## src/hdl/mep_pkg.sv

```systemverilog
// ----------------------------------------------------------------------------
// mep_pkg
// Shared widths, reset values, register indexes and types for the
// escape-time pixel evaluator.
// ----------------------------------------------------------------------------
package mep_pkg;

  // default image geometry
  localparam int IMAGE_WIDTH_DEF  = 1024;
  localparam int IMAGE_HEIGHT_DEF = 1024;

  // field and datapath widths
  localparam int COORD_W    = 10;
  localparam int COUNT_W    = 10;
  localparam int STEP_W     = 25;
  localparam int Q_W        = 32;
  localparam int Q_FRAC     = 24;
  localparam int MUL_W      = 32;
  localparam int COLOR_W    = 8;
  localparam int T_W        = 16;
  localparam int CFG_IDX_W  = 3;
  localparam int CFG_DATA_W = 32;

  // register reset values
  localparam logic [Q_W-1:0]     CENTER_RE_RST = 32'hFF40_0000;  // -0.75
  localparam logic [Q_W-1:0]     CENTER_IM_RST = 32'h0000_0000;
  localparam logic [STEP_W-1:0]  STEP_RST      = 25'h000_4000;
  localparam logic [COUNT_W-1:0] MAX_ITER_RST  = 10'd250;

  // escape radius squared, 4.0 in Q8.24
  localparam logic [Q_W-1:0] ESCAPE_LIMIT = 32'h0400_0000;

  // configuration register indexes
  typedef enum logic [CFG_IDX_W-1:0] {
    CFG_CENTER_RE = 3'd0,
    CFG_CENTER_IM = 3'd1,
    CFG_STEP_RE   = 3'd2,
    CFG_STEP_IM   = 3'd3,
    CFG_MAX_ITER  = 3'd4
  } cfg_idx_e;

  typedef struct packed {
    logic [COLOR_W-1:0] red;
    logic [COLOR_W-1:0] green;
    logic [COLOR_W-1:0] blue;
  } rgb_t;

  // status from the colour unit back to the sequencer
  typedef struct packed {
    logic done;
    rgb_t rgb;
  } color_res_t;

endpackage

```

## src/hdl/mep_mul.sv

```systemverilog
// ----------------------------------------------------------------------------
// mep_mul
// Shared unsigned multiplier with a registered product, used for the
// coordinate mapping and for every square of the iteration.
// ----------------------------------------------------------------------------
module mep_mul (
  input  logic                           clk_i,
  input  logic [mep_pkg::MUL_W-1:0]      a_i,
  input  logic [mep_pkg::MUL_W-1:0]      b_i,
  output logic [2*mep_pkg::MUL_W-1:0]    prod_o
);

  logic [2*mep_pkg::MUL_W-1:0] prod_q;

  // one product per cycle, registered
  always_ff @(posedge clk_i) begin
    prod_q <= (2*mep_pkg::MUL_W)'(a_i) * (2*mep_pkg::MUL_W)'(b_i);
  end

  assign prod_o = prod_q;

endmodule

```

## src/hdl/mep_color.sv

```systemverilog
// ----------------------------------------------------------------------------
// mep_color
// Colour unit: restoring divide of count by the limit (one quotient bit per
// cycle), bit-serial square root of the Q0.32 ratio, then the four-segment
// blue-cyan-green-yellow-red ramp.
// ----------------------------------------------------------------------------
module mep_color (
  input  logic                          clk_i,
  input  logic                          rst_ni,
  input  logic                          start_i,
  input  logic [mep_pkg::COUNT_W-1:0]   count_i,
  input  logic [mep_pkg::COUNT_W-1:0]   max_i,
  output mep_pkg::color_res_t           res_o
);

  localparam int QuoW = 32;
  localparam int StepW = $clog2(QuoW);
  localparam logic [9:0] RampGain = 10'd1020;

  typedef enum logic [3:0] {
    C_IDLE = 4'b0001,
    C_DIV  = 4'b0010,
    C_SQRT = 4'b0100,
    C_RAMP = 4'b1000
  } cstate_e;

  cstate_e state_q, state_d;

  logic [StepW-1:0]            step_q;
  logic [mep_pkg::COUNT_W-1:0] rem_q;
  logic [mep_pkg::COUNT_W-1:0] div_q;
  logic [QuoW-1:0]             quo_q;
  logic [QuoW-1:0]             rad_q;
  logic [QuoW-1:0]             root_q;
  logic [QuoW-1:0]             bit_q;

  // divide step
  logic [mep_pkg::COUNT_W:0]   rem_sh;
  logic                        div_ge;
  logic [mep_pkg::COUNT_W:0]   rem_sub;

  // square root step
  logic [QuoW:0]               sq_trial;
  logic                        sq_ge;

  assign rem_sh  = {rem_q, 1'b0};
  assign div_ge  = rem_sh >= {1'b0, div_q};
  assign rem_sub = rem_sh - {1'b0, div_q};

  assign sq_trial = {1'b0, root_q} + {1'b0, bit_q};
  assign sq_ge    = {1'b0, rad_q} >= sq_trial;

  // ramp from t in Q0.16
  function automatic mep_pkg::rgb_t ramp(logic [mep_pkg::T_W-1:0] t);
    logic [13:0]   d;
    logic [23:0]   p;
    logic [24:0]   pc;
    logic [7:0]    up;
    logic [7:0]    dn;
    mep_pkg::rgb_t c;
    d  = t[13:0];
    p  = 24'(d) * 24'(RampGain);
    pc = {1'b0, p} + 25'h00_FFFF;
    up = p[23:16];
    dn = 8'hFF - pc[23:16];
    unique case (t[15:14])
      2'b00: begin
        c.red = 8'h00; c.green = up;    c.blue = 8'hFF;
      end
      2'b01: begin
        c.red = 8'h00; c.green = 8'hFF; c.blue = dn;
      end
      2'b10: begin
        c.red = up;    c.green = 8'hFF; c.blue = 8'h00;
      end
      default: begin
        c.red = 8'hFF; c.green = dn;    c.blue = 8'h00;
      end
    endcase
    return c;
  endfunction

  // sequencer
  always_comb begin
    state_d = state_q;
    unique case (state_q)
      C_IDLE: if (start_i) state_d = C_DIV;
      C_DIV:  if (step_q == StepW'(QuoW - 1)) state_d = C_SQRT;
      C_SQRT: if (bit_q[0]) state_d = C_RAMP;
      C_RAMP: state_d = C_IDLE;
      default: state_d = C_IDLE;
    endcase
  end

  always_ff @(posedge clk_i or negedge rst_ni) begin
    if (!rst_ni) begin
      state_q <= C_IDLE;
    end else begin
      state_q <= state_d;
    end
  end

  // divide and root datapath
  always_ff @(posedge clk_i) begin
    unique case (state_q)
      C_IDLE: begin
        rem_q  <= count_i;
        div_q  <= max_i;
        step_q <= '0;
        quo_q  <= '0;
      end
      C_DIV: begin
        rem_q  <= div_ge ? rem_sub[mep_pkg::COUNT_W-1:0] : rem_sh[mep_pkg::COUNT_W-1:0];
        quo_q  <= {quo_q[QuoW-2:0], div_ge};
        step_q <= step_q + 1'b1;
        rad_q  <= {quo_q[QuoW-2:0], div_ge};
        root_q <= '0;
        bit_q  <= QuoW'(1) << (QuoW - 2);
      end
      C_SQRT: begin
        if (sq_ge) begin
          rad_q  <= rad_q - sq_trial[QuoW-1:0];
          root_q <= (root_q >> 1) + bit_q;
        end else begin
          root_q <= root_q >> 1;
        end
        bit_q <= bit_q >> 2;
      end
      default: begin
      end
    endcase
  end

  assign res_o.done = (state_q == C_RAMP);
  assign res_o.rgb  = ramp(root_q[mep_pkg::T_W-1:0]);

endmodule

```

## src/hdl/mandelbrot_escape_pixel.sv

```systemverilog
// ----------------------------------------------------------------------------
// mandelbrot_escape_pixel
// Escape-time evaluator for one pixel: maps the pixel to a point c in
// Q8.24, iterates z = z^2 + c in the three-square form on one shared
// multiplier, and returns the count, the inside flag and a ramp colour.
// ----------------------------------------------------------------------------
//  channel | direction | handshake              | payload
//  --------+-----------+------------------------+------------------------------
//  in      | input     | in_valid_i / in_ready_o | pixel_col_i, pixel_row_i
//  out     | output    | out_valid_o / out_ready_i | iteration_count_o, inside_set_o,
//          |           |                        | red_o, green_o, blue_o
//  cfg     | input     | cfg_we_i (no wait)     | cfg_idx_i, cfg_data_i
//
//  Points outside the set also pass through the divide and square root of
//  the colour unit before the result. Each iteration is a loop test, three
//  squares on the one multiplier and a write-back; the sequencer returns to
//  idle, ready for the next beat, when the result enters the output register.
//  A stalled output holds the sequencer in its done state.
//  Reset restores the register defaults and empties the output register.
// ----------------------------------------------------------------------------
module mandelbrot_escape_pixel #(
  parameter int IMAGE_WIDTH  = mep_pkg::IMAGE_WIDTH_DEF,
  parameter int IMAGE_HEIGHT = mep_pkg::IMAGE_HEIGHT_DEF
) (
  input  logic                             clk_i,
  input  logic                             rst_ni,
  // configuration writes
  input  logic                             cfg_we_i,
  input  logic [mep_pkg::CFG_IDX_W-1:0]    cfg_idx_i,
  input  logic [mep_pkg::CFG_DATA_W-1:0]   cfg_data_i,
  // pixel input
  input  logic                             in_valid_i,
  output logic                             in_ready_o,
  input  logic [mep_pkg::COORD_W-1:0]      pixel_col_i,
  input  logic [mep_pkg::COORD_W-1:0]      pixel_row_i,
  // result output
  output logic                             out_valid_o,
  input  logic                             out_ready_i,
  output logic [mep_pkg::COUNT_W-1:0]      iteration_count_o,
  output logic                             inside_set_o,
  output logic [mep_pkg::COLOR_W-1:0]      red_o,
  output logic [mep_pkg::COLOR_W-1:0]      green_o,
  output logic [mep_pkg::COLOR_W-1:0]      blue_o
);

  localparam int QW    = mep_pkg::Q_W;
  localparam int MW    = mep_pkg::MUL_W;
  localparam int GeoW  = ($clog2(IMAGE_WIDTH) > $clog2(IMAGE_HEIGHT)) ?
                         $clog2(IMAGE_WIDTH) : $clog2(IMAGE_HEIGHT);
  // signed pixel offset width
  localparam int DW    = ((GeoW > mep_pkg::COORD_W) ? GeoW : mep_pkg::COORD_W) + 2;
  // mapping sum width
  localparam int MapW  = DW + mep_pkg::STEP_W + 1;
  // iteration sum width
  localparam int SumW  = QW + 3;
  localparam int SqW   = QW - 1;
  localparam int SqLo  = mep_pkg::Q_FRAC;

  typedef enum logic [10:0] {
    S_IDLE   = 11'b000_0000_0001,
    S_MAP_RE = 11'b000_0000_0010,
    S_MAP_IM = 11'b000_0000_0100,
    S_MAP_FN = 11'b000_0000_1000,
    S_ITER   = 11'b000_0001_0000,
    S_SQ_X   = 11'b000_0010_0000,
    S_SQ_Y   = 11'b000_0100_0000,
    S_SQ_W   = 11'b000_1000_0000,
    S_SQ_WB  = 11'b001_0000_0000,
    S_COLOR  = 11'b010_0000_0000,
    S_DONE   = 11'b100_0000_0000
  } state_e;

  state_e state_q, state_d;

  // configuration registers
  logic [QW-1:0]                  center_re_q;
  logic [QW-1:0]                  center_im_q;
  logic [mep_pkg::STEP_W-1:0]     step_re_q;
  logic [mep_pkg::STEP_W-1:0]     step_im_q;
  logic [mep_pkg::COUNT_W-1:0]    max_iter_q;

  // pixel and iteration state
  logic [mep_pkg::COORD_W-1:0]    col_q;
  logic [mep_pkg::COORD_W-1:0]    row_q;
  logic [QW-1:0]                  cre_q;
  logic [QW-1:0]                  cim_q;
  logic [QW-1:0]                  x_q;
  logic [QW-1:0]                  y_q;
  logic [SqW-1:0]                 x2_q;
  logic [SqW-1:0]                 y2_q;
  logic [SqW-1:0]                 w_q;
  logic                           wovf_q;
  logic [mep_pkg::COUNT_W-1:0]    count_q;
  logic                           inside_q;
  mep_pkg::rgb_t                  rgb_q;

  // output register
  logic                           out_valid_q;
  logic [mep_pkg::COUNT_W-1:0]    out_count_q;
  logic                           out_inside_q;
  mep_pkg::rgb_t                  out_rgb_q;

  // datapath nets
  logic signed [DW-1:0]           dx;
  logic signed [DW-1:0]           dy;
  logic [DW-1:0]                  dx_mag;
  logic [DW-1:0]                  dy_mag;
  logic                           map_neg;
  logic [QW-1:0]                  map_ctr;
  logic [MapW-1:0]                map_mag;
  logic [MapW-1:0]                map_sum;
  logic [QW-1:0]                  map_sat;
  logic [SumW-1:0]                x_sum;
  logic [SumW-1:0]                y_sum;
  logic [QW:0]                    esc_sum;
  logic                           iter_go;
  logic                           at_limit;
  logic [QW-1:0]                  x_mag;
  logic [QW-1:0]                  y_mag;
  logic [QW:0]                    sxy;
  logic [QW:0]                    sxy_mag;
  logic [MW-1:0]                  mul_a;
  logic [MW-1:0]                  mul_b;
  logic [2*MW-1:0]                prod;
  logic                           sq_ovf;
  logic [SqW-1:0]                 sq_sat;
  logic                           color_start;
  mep_pkg::color_res_t            color_res;
  logic                           in_beat;
  logic                           out_load;

  // saturate a mapping sum to Q8.24
  function automatic logic [QW-1:0] sat_map(logic [MapW-1:0] v);
    if (!v[MapW-1] && (|v[MapW-2:QW-1])) begin
      return {1'b0, {(QW-1){1'b1}}};
    end else if (v[MapW-1] && !(&v[MapW-2:QW-1])) begin
      return {1'b1, {(QW-1){1'b0}}};
    end else begin
      return v[QW-1:0];
    end
  endfunction

  // saturate an iteration sum to Q8.24
  function automatic logic [QW-1:0] sat_it(logic [SumW-1:0] v);
    if (!v[SumW-1] && (|v[SumW-2:QW-1])) begin
      return {1'b0, {(QW-1){1'b1}}};
    end else if (v[SumW-1] && !(&v[SumW-2:QW-1])) begin
      return {1'b1, {(QW-1){1'b0}}};
    end else begin
      return v[QW-1:0];
    end
  endfunction

  assign in_beat  = in_valid_i && in_ready_o;
  assign out_load = (state_q == S_DONE) && (!out_valid_q || out_ready_i);

  // pixel offsets from the image center
  assign dx     = $signed(DW'(col_q)) - $signed(DW'(IMAGE_WIDTH / 2));
  assign dy     = $signed(DW'(IMAGE_HEIGHT / 2)) - $signed(DW'(row_q));
  assign dx_mag = dx[DW-1] ? (~dx + 1'b1) : dx;
  assign dy_mag = dy[DW-1] ? (~dy + 1'b1) : dy;

  // center plus signed offset product
  assign map_neg = (state_q == S_MAP_IM) ? dx[DW-1] : dy[DW-1];
  assign map_ctr = (state_q == S_MAP_IM) ? center_re_q : center_im_q;
  assign map_mag = {1'b0, prod[MapW-2:0]};
  assign map_sum = (map_neg ? (~map_mag + 1'b1) : map_mag) +
                   {{(MapW-QW){map_ctr[QW-1]}}, map_ctr};
  assign map_sat = sat_map(map_sum);

  // next z from the three squares
  assign x_sum = {4'b0, x2_q} - {4'b0, y2_q} + {{3{cre_q[QW-1]}}, cre_q};
  assign y_sum = {4'b0, w_q} - {4'b0, x2_q} - {4'b0, y2_q} +
                 {{3{cim_q[QW-1]}}, cim_q};

  // loop test
  assign esc_sum  = {2'b0, x2_q} + {2'b0, y2_q};
  assign at_limit = (count_q >= max_iter_q);
  assign iter_go  = (esc_sum <= {1'b0, mep_pkg::ESCAPE_LIMIT}) && !at_limit;

  // square operands
  assign x_mag   = x_q[QW-1] ? (~x_q + 1'b1) : x_q;
  assign y_mag   = y_q[QW-1] ? (~y_q + 1'b1) : y_q;
  assign sxy     = {x_q[QW-1], x_q} + {y_q[QW-1], y_q};
  assign sxy_mag = sxy[QW] ? (~sxy + 1'b1) : sxy;

  // multiplier operand select
  always_comb begin
    mul_a = '0;
    mul_b = '0;
    unique case (state_q)
      S_MAP_RE: begin
        mul_a = MW'(dx_mag);
        mul_b = MW'(step_re_q);
      end
      S_MAP_IM: begin
        mul_a = MW'(dy_mag);
        mul_b = MW'(step_im_q);
      end
      S_SQ_X: begin
        mul_a = x_mag;
        mul_b = x_mag;
      end
      S_SQ_Y: begin
        mul_a = y_mag;
        mul_b = y_mag;
      end
      S_SQ_W: begin
        mul_a = sxy_mag[MW-1:0];
        mul_b = sxy_mag[MW-1:0];
      end
      default: begin
      end
    endcase
  end

  mep_mul u_mul (
    .clk_i  (clk_i),
    .a_i    (mul_a),
    .b_i    (mul_b),
    .prod_o (prod)
  );

  // square scaled to Q8.24 and clipped to the positive range
  assign sq_ovf = (state_q == S_SQ_WB) && wovf_q;
  assign sq_sat = (sq_ovf || (|prod[2*MW-1:SqLo+SqW])) ? {SqW{1'b1}} :
                  prod[SqLo+SqW-1:SqLo];

  assign color_start = (state_q == S_ITER) && !iter_go && !at_limit;

  mep_color u_color (
    .clk_i   (clk_i),
    .rst_ni  (rst_ni),
    .start_i (color_start),
    .count_i (count_q),
    .max_i   (max_iter_q),
    .res_o   (color_res)
  );

  // sequencer
  always_comb begin
    state_d = state_q;
    unique case (state_q)
      S_IDLE:   if (in_beat) state_d = S_MAP_RE;
      S_MAP_RE: state_d = S_MAP_IM;
      S_MAP_IM: state_d = S_MAP_FN;
      S_MAP_FN: state_d = S_ITER;
      S_ITER: begin
        if (iter_go) begin
          state_d = S_SQ_X;
        end else if (at_limit) begin
          state_d = S_DONE;
        end else begin
          state_d = S_COLOR;
        end
      end
      S_SQ_X:   state_d = S_SQ_Y;
      S_SQ_Y:   state_d = S_SQ_W;
      S_SQ_W:   state_d = S_SQ_WB;
      S_SQ_WB:  state_d = S_ITER;
      S_COLOR:  if (color_res.done) state_d = S_DONE;
      S_DONE:   if (out_load) state_d = S_IDLE;
      default:  state_d = S_IDLE;
    endcase
  end

  // control state
  always_ff @(posedge clk_i or negedge rst_ni) begin
    if (!rst_ni) begin
      state_q     <= S_IDLE;
      out_valid_q <= 1'b0;
    end else begin
      state_q <= state_d;
      if (out_load) begin
        out_valid_q <= 1'b1;
      end else if (out_ready_i) begin
        out_valid_q <= 1'b0;
      end
    end
  end

  // configuration registers
  always_ff @(posedge clk_i or negedge rst_ni) begin
    if (!rst_ni) begin
      center_re_q <= mep_pkg::CENTER_RE_RST;
      center_im_q <= mep_pkg::CENTER_IM_RST;
      step_re_q   <= mep_pkg::STEP_RST;
      step_im_q   <= mep_pkg::STEP_RST;
      max_iter_q  <= mep_pkg::MAX_ITER_RST;
    end else if (cfg_we_i) begin
      unique case (mep_pkg::cfg_idx_e'(cfg_idx_i))
        mep_pkg::CFG_CENTER_RE: center_re_q <= cfg_data_i[QW-1:0];
        mep_pkg::CFG_CENTER_IM: center_im_q <= cfg_data_i[QW-1:0];
        mep_pkg::CFG_STEP_RE:   step_re_q   <= cfg_data_i[mep_pkg::STEP_W-1:0];
        mep_pkg::CFG_STEP_IM:   step_im_q   <= cfg_data_i[mep_pkg::STEP_W-1:0];
        mep_pkg::CFG_MAX_ITER:  max_iter_q  <= cfg_data_i[mep_pkg::COUNT_W-1:0];
        default: begin
        end
      endcase
    end
  end

  // pixel datapath
  always_ff @(posedge clk_i) begin
    if (in_beat) begin
      col_q <= pixel_col_i;
      row_q <= pixel_row_i;
    end
    unique case (state_q)
      S_MAP_IM: cre_q <= map_sat;
      S_MAP_FN: begin
        cim_q   <= map_sat;
        x2_q    <= '0;
        y2_q    <= '0;
        w_q     <= '0;
        count_q <= '0;
      end
      S_ITER: begin
        if (iter_go) begin
          x_q     <= sat_it(x_sum);
          y_q     <= sat_it(y_sum);
          count_q <= count_q + 1'b1;
        end else begin
          inside_q <= at_limit;
          rgb_q    <= '0;
        end
      end
      S_SQ_Y: x2_q <= sq_sat;
      S_SQ_W: begin
        y2_q   <= sq_sat;
        wovf_q <= sxy_mag[QW];
      end
      S_SQ_WB: w_q <= sq_sat;
      S_COLOR: if (color_res.done) rgb_q <= color_res.rgb;
      default: begin
      end
    endcase
  end

  // output register
  always_ff @(posedge clk_i) begin
    if (out_load) begin
      out_count_q  <= count_q;
      out_inside_q <= inside_q;
      out_rgb_q    <= rgb_q;
    end
  end

  assign in_ready_o        = (state_q == S_IDLE);
  assign out_valid_o       = out_valid_q;
  assign iteration_count_o = out_count_q;
  assign inside_set_o      = out_inside_q;
  assign red_o             = out_rgb_q.red;
  assign green_o           = out_rgb_q.green;
  assign blue_o            = out_rgb_q.blue;

endmodule

```

## config.mk

```make
export PLATFORM = sky130hd
export DESIGN_NAME = mandelbrot_escape_pixel
export DESIGN_NICKNAME = d
export VERILOG_FILES = /design/src/hdl/mep_pkg.sv /design/src/hdl/mep_mul.sv /design/src/hdl/mep_color.sv /design/src/hdl/mandelbrot_escape_pixel.sv
export SDC_FILE = /design/constraint.sdc
export NUM_CORES = 2
export LEC_CHECK = 0
export BUFFER_PORTS_ARGS = -buffer_cell sky130_fd_sc_hd__buf_2
export CORE_MARGIN = 2
export CORE_UTILIZATION = 35
export DETAILED_ROUTE_END_ITERATION = 10
export GPL_ROUTABILITY_DRIVEN = 0
export SLEW_MARGIN = 20
export SYNTH_ARGS = -nofsm -noshare
export SYNTH_HDL_FRONTEND = slang
export SYNTH_SLANG_ARGS = --single-unit
```

## constraint.sdc

```tcl
create_clock -name clk_i -period 16.7 [get_ports clk_i]
set_input_delay 1.67 -clock clk_i [delete_from_list [all_inputs] [get_ports clk_i]]
set_output_delay 1.67 -clock clk_i [all_outputs]
set_load 0.01 [all_outputs]
```

# Word-level counts from Yosys, hierarchy flattened
# Index checks and enable logic that the tools add are counted.
# totals
register_bits	668
output_inout_bits	37
wordCells	202
# op_classes
add_sub_neg	24
multipliers	2
n_lt_le_gt_ge	4
eq_ne	31
muxes	45
bitwise	7
n_reduce_logical	53
# ops
cell	n
$mux 32	10
$pmux 32 s5	2
$pmux 31 s2	4
$pmux 32 s2	3
$pmux 11 s10	1
$add 32x32->33	3
$pmux 24 s3	1
$add 32x1->32 const B	2
$mul 32x32->64	1
$not 32->32	2
$sub 31x31->32	2
$mux 11	5
$mux 24	2
$pmux 24 s2	1
$pmux 10 s2	2
$add 38x1->38 const B	1
$add 38x38->38	1
$mux 38	1
$not 37->38	1
$add 33x32->34	1
$add 33x1->33 const B	1
$ge 32x33->1	1
$not 33->33	1
$sub 32x32->33	1
60 further kinds	116

# Depth between registers and ports, before layout
# depth
word_depth	9
depth_mapped	48

# Modules after synthesis
# From an unflattened synthesis, not the netlist that was laid out.
# unflattened
cells_unflattened	8563
area_unflattened_um2	81249.2
# modules_own_cells
mod	n_inst	cells_each	area_per_inst_um2	seq_area_each_um2
mep_mul	1	3732	34580.7	1281.2
mandelbrot_escape_pixel	1	3525	33972.6	12794.8
mep_color	1	1306	12695.9	4185.3

# Worst setup path after synthesis
# Ideal clock, no wire load.
# synth_path
path_kind	reg-to-reg
start	register x_q[5]
end	register u_mul.prod_q (netlist bit u_mul.prod_o[58])
arrival_ps	10775
required_time_ps	16628
slack_ps	5853
path_stages_with_launch	42
path_buffers	4
cell_sequence	edfxtp_1 ha_1 buf_4 or2_1 a31o_1 o22a_1 buf_4 a2111oi_4 nor3_2 o31ai_2 a32oi_1 buf_2 a31oi_1 xnor2_1 o21ai_2 a221oi_1 buf_2 nor2_1 [... 6 more ...] fa_1 fa_1 fa_1 fa_1 ha_1 a21o_1 a21o_1 a21o_1 a21oi_1 o211ai_1 a21oi_1 and2_1 o31ai_1 a221o_1 a221oi_1 o21ai_0 a21oi_1 xnor2_1
# synth_via
elab_chain_len	6
word_cells_on_any_way	10
cone_classes	add/sub: 3; mul: 1; mux: 4; bitwise: 2
# synth_rtl
element	line	rtl
start: declaration	mandelbrot_escape_pixel.sv:87	logic [QW-1:0] x_q;
start signal: assignment	mandelbrot_escape_pixel.sv:320	x_q <= sat_it(x_sum);
$add 32x32->33	mandelbrot_escape_pixel.sv:184	assign sxy = {x_q[QW-1], x_q} + {y_q[QW-1], y_q};
$not 33->33	mandelbrot_escape_pixel.sv:185	assign sxy_mag = sxy[QW] ? (~sxy + 1'b1) : sxy;
$add 33x1->33	mandelbrot_escape_pixel.sv:185	
$mux 32	mandelbrot_escape_pixel.sv:185	
$pmux 32 s5	mandelbrot_escape_pixel.sv:191	unique case (state_q)
$mul 32x32->64 (*)	mep_mul.sv:17	prod_q <= (2*mep_pkg::MUL_W)'(a_i) * (2*mep_pkg::MUL_W)'(b_i);
end signal: assignment	mep_mul.sv:17	
end: declaration	mep_mul.sv:13	logic [2*mep_pkg::MUL_W-1:0] prod_q;
# Every way passes the cells marked *; elsewhere a longest branch is shown, timed or not.
# A chain may end at the register's enable or synchronous reset.

# Final worst setup path
# layout_path
start	register x_q[2]
end	register u_mul.prod_q (netlist bit u_mul.prod_o[58])
# The elaborated chain is that of the path after synthesis.

==> results.cfg <==
[run_status]
outcome = finished clean

[routing]
viasPerCell = 5.382
drtIter0Drc = 5593
wl_per_cell_um = 21.97
drtPass1Iterations = 6
drc = 0
ant_nets = 0
vias = 62250
route.final.wire_length_mm = 254.1

[die]
rows = 174
die_area_um2 = 229200
dieHeight_um = 478.8
start_util_pct = 35.15
die_w_um = 478.8
ios = 97
core-area_um2 = 224500

[synth]
synth_area_um2 = 78890
synthSimpleGateAreaFrac_pct = 13.80
synth-seq-cells = 652
synth_compound_area_share_pct = 12.01
ys_seq_area_share_pct = 23.15
synthXorXnorAreaFrac_pct = 5.446
synth.top_cell.area_share_pct = 25.00
yosysTopAreaCell = fa_1
yosysUniqueCellTypes = 110
synth_edf_count = 448
avgSynthCellArea_um2 = 9.264
syn_inst = 8516
synth.net_count = 10190
muxShareOfSynthArea_pct = 1.964
synth.area.top_cells = fa_1, edfxtp_1, ha_1
synth_adder_area_share_pct = 35.02
synthArstFlopShare_pct = 21.47
ys_warn_count = 0
synth_top_family_by_area = adder cells
synth_flop_cell = edfxtp_1

[global_route]
grt_pass1_wl_mm = 388.9
globalRouteTotalUtil_pct = 22.07
grt_max_degree = 80
grt_pass1_vias = 64270
antenna_found_initial = 21
overflow = 0

[cts]
h-tree-depth = 3
ctsHoldBuffers = 0
ctsResizeCount = 0
cts_tree = done
clock_latency_ns = 0.71
post_cts_buffers = 0
ctsLongestPathBuffers = 3
clock_tree.root_cell = clkbuf_16
cts_buffers = 80
cts.sinks = 652
clk_pin_slew_ns = 0.07

[critical_path]
max_stage_delay_ns = 0.75
path_class = flip-flop to flip-flop
worst_path_max_delay_cell = a221o_1
start_kind = flip-flop
crit_path_frequent_cell = fa_1
r2r_slack_ns = 3.25
arrival_ns = 14.05
path_max_fanout = 19
required_ns = 17.29
cp-end-kind = flip-flop

[placed_design]
placement.io_buffers = 96
hpwlAfterDp_mm = 197.8
pre_cts_ws_ns = 3.666

[timing]
final.min_clock_period_ns = 13.45
fin_skew_ns = 0.06033
tightest_slew_ns = 1.205
setup_violations = 0
slew_headroom_pct = 19.36
fmax_ghz = 0.07433
finalMaxSlewViolations = 0
setup_ws_ns = 3.247
rsz0062_at_grt = no
hold_viol = 0
tns_ns = 0
min_period_over_period_pct = 80.56

[min_path]
hold_path.class = flip-flop to flip-flop

[run]
maxCapViolations = 0

[cells_and_area]
drive_gt1_share_pct = 7.575
area_delta_synth_final_pct = 8.573
nets = 10170
final_common_cell = inv_1
final_cell_mix = inv_1, fa_1, nand2_1, nor2_1, ha_1

[pwr]
ir_drop_v = 0.0001228
p_leak_nw = 39.30
pwr_density_cell_nw_per_um2 = 70.40
==> critical path, delay by kind of cell, from the launching register on <==
kind / cells / cell delay, ns
simple gates: 8 / 2.28
buf+inv: 7 / 1.15
xor+xnor: 2 / 0.34
flops: 1 / 0.47
fa+ha+maj: 10 / 4.70
compound gates: 13 / 4.36
==> logic make-up (layout without fill, tap and decap cells) <==
kind of cell    Yosys count  after routing
xor+xnor                489            489
compound gates         1436           1436
buf+inv                1750           1802
simple gates           2431           2431
flops                   652            652
fa+ha+maj              1618           1618
other cells               0              7
mux                     140            140
==> path summary, 6_finish.rpt <==
kind / startpoint / end / cells past startpoint
worst max-delay path: x_q[2] / u_mul.prod_o[58] / 40
worst min-delay path: rgb_q[1] / blue_o[1] / 0
worst max register to register: x_q[2] / u_mul.prod_o[58] / 40
worst min register to register: rgb_q[1] / blue_o[1] / 0
max in group asynchronous: rst_ni / center_im_q[30] / 2
min in group asynchronous: rst_ni / out_valid_o / 1
==> registers in the layout (all words and copies together), names as in the netlist, 32 cells and up <==
register,count
u_color.rad_q,32
center_re_q,32
u_color.root_q,32
cim_q,32
u_mul.prod_o,64
center_im_q,32
y_q,32
x_q,32
cre_q,32
==> cell usage after synthesis, types with 90 or more instances <==
master / number
xnor2_1: 291
o21ai_0: 302
a21oi_1: 364
and2_1: 126
xor2_1: 197
dfrtp_1: 121
nor3_1: 96
fa_1: 985
clkbuf_1: 201
nand2_1: 955
nand3_1: 90
nor2_1: 763
mux2_2: 118
ha_1: 628
inv_1: 1399
edfxtp_1: 448
a21o_1: 178
==> per-stage QoR <==
stage	cells	utilization [%]	hold slack (ns)	power (mW)	cell area [um^2]
2_1_floorplan	8516	-	0.4003	3.318	78890
3_3_place_gp	11410	36.93	0.4080	4.131	82890
3_5_place_dp	11410	36.93	0.4045	4.171	82900
4_1_cts	11560	38.15	0.4066	6.012	85630
5_1_grt	11560	38.15	0.4189	6.260	85640
6_report	11570	38.16	0.4034	6.030	85650
==> layer usage <==
metal | track usage (%) | up-vias | wire [um]
met5 | 0 | - | 38
li1 | - | 27790 | -
met3 | 3.929 | 640 | 21740
met2 | 36.02 | 2747 | 116700
met1 | 28.23 | 31070 | 101500
met4 | 10.67 | 6 | 14100
==> power breakdown <==
| group | internal [mW] | total [mW] | leakage, nW | switching (mW) |
|---|---|---|---|---|
| logic | 0.625 | 2.12 | 31.5 | 1.50 |
| clock network | 1.05 | 1.83 | 1.32 | 0.772 |
| registers | 2.00 | 2.08 | 6.52 | 0.0812 |
==> cell type report <==
type / instances / area [um^2]
Sequential cell: 652 / 18260
Tap cell: 2992 / 3744
Antenna cell: 7 / 17.52
Fill cell: 22300 / 138800
Clock inverter: 56 / 581.8
Multi-Input combinational cell: 6114 / 54100
Clock buffer: 94 / 2147
Inverter: 1431 / 5373
Timing Repair Buffer: 221 / 1429
Note: power is estimated with default switching activity, not from simulation.
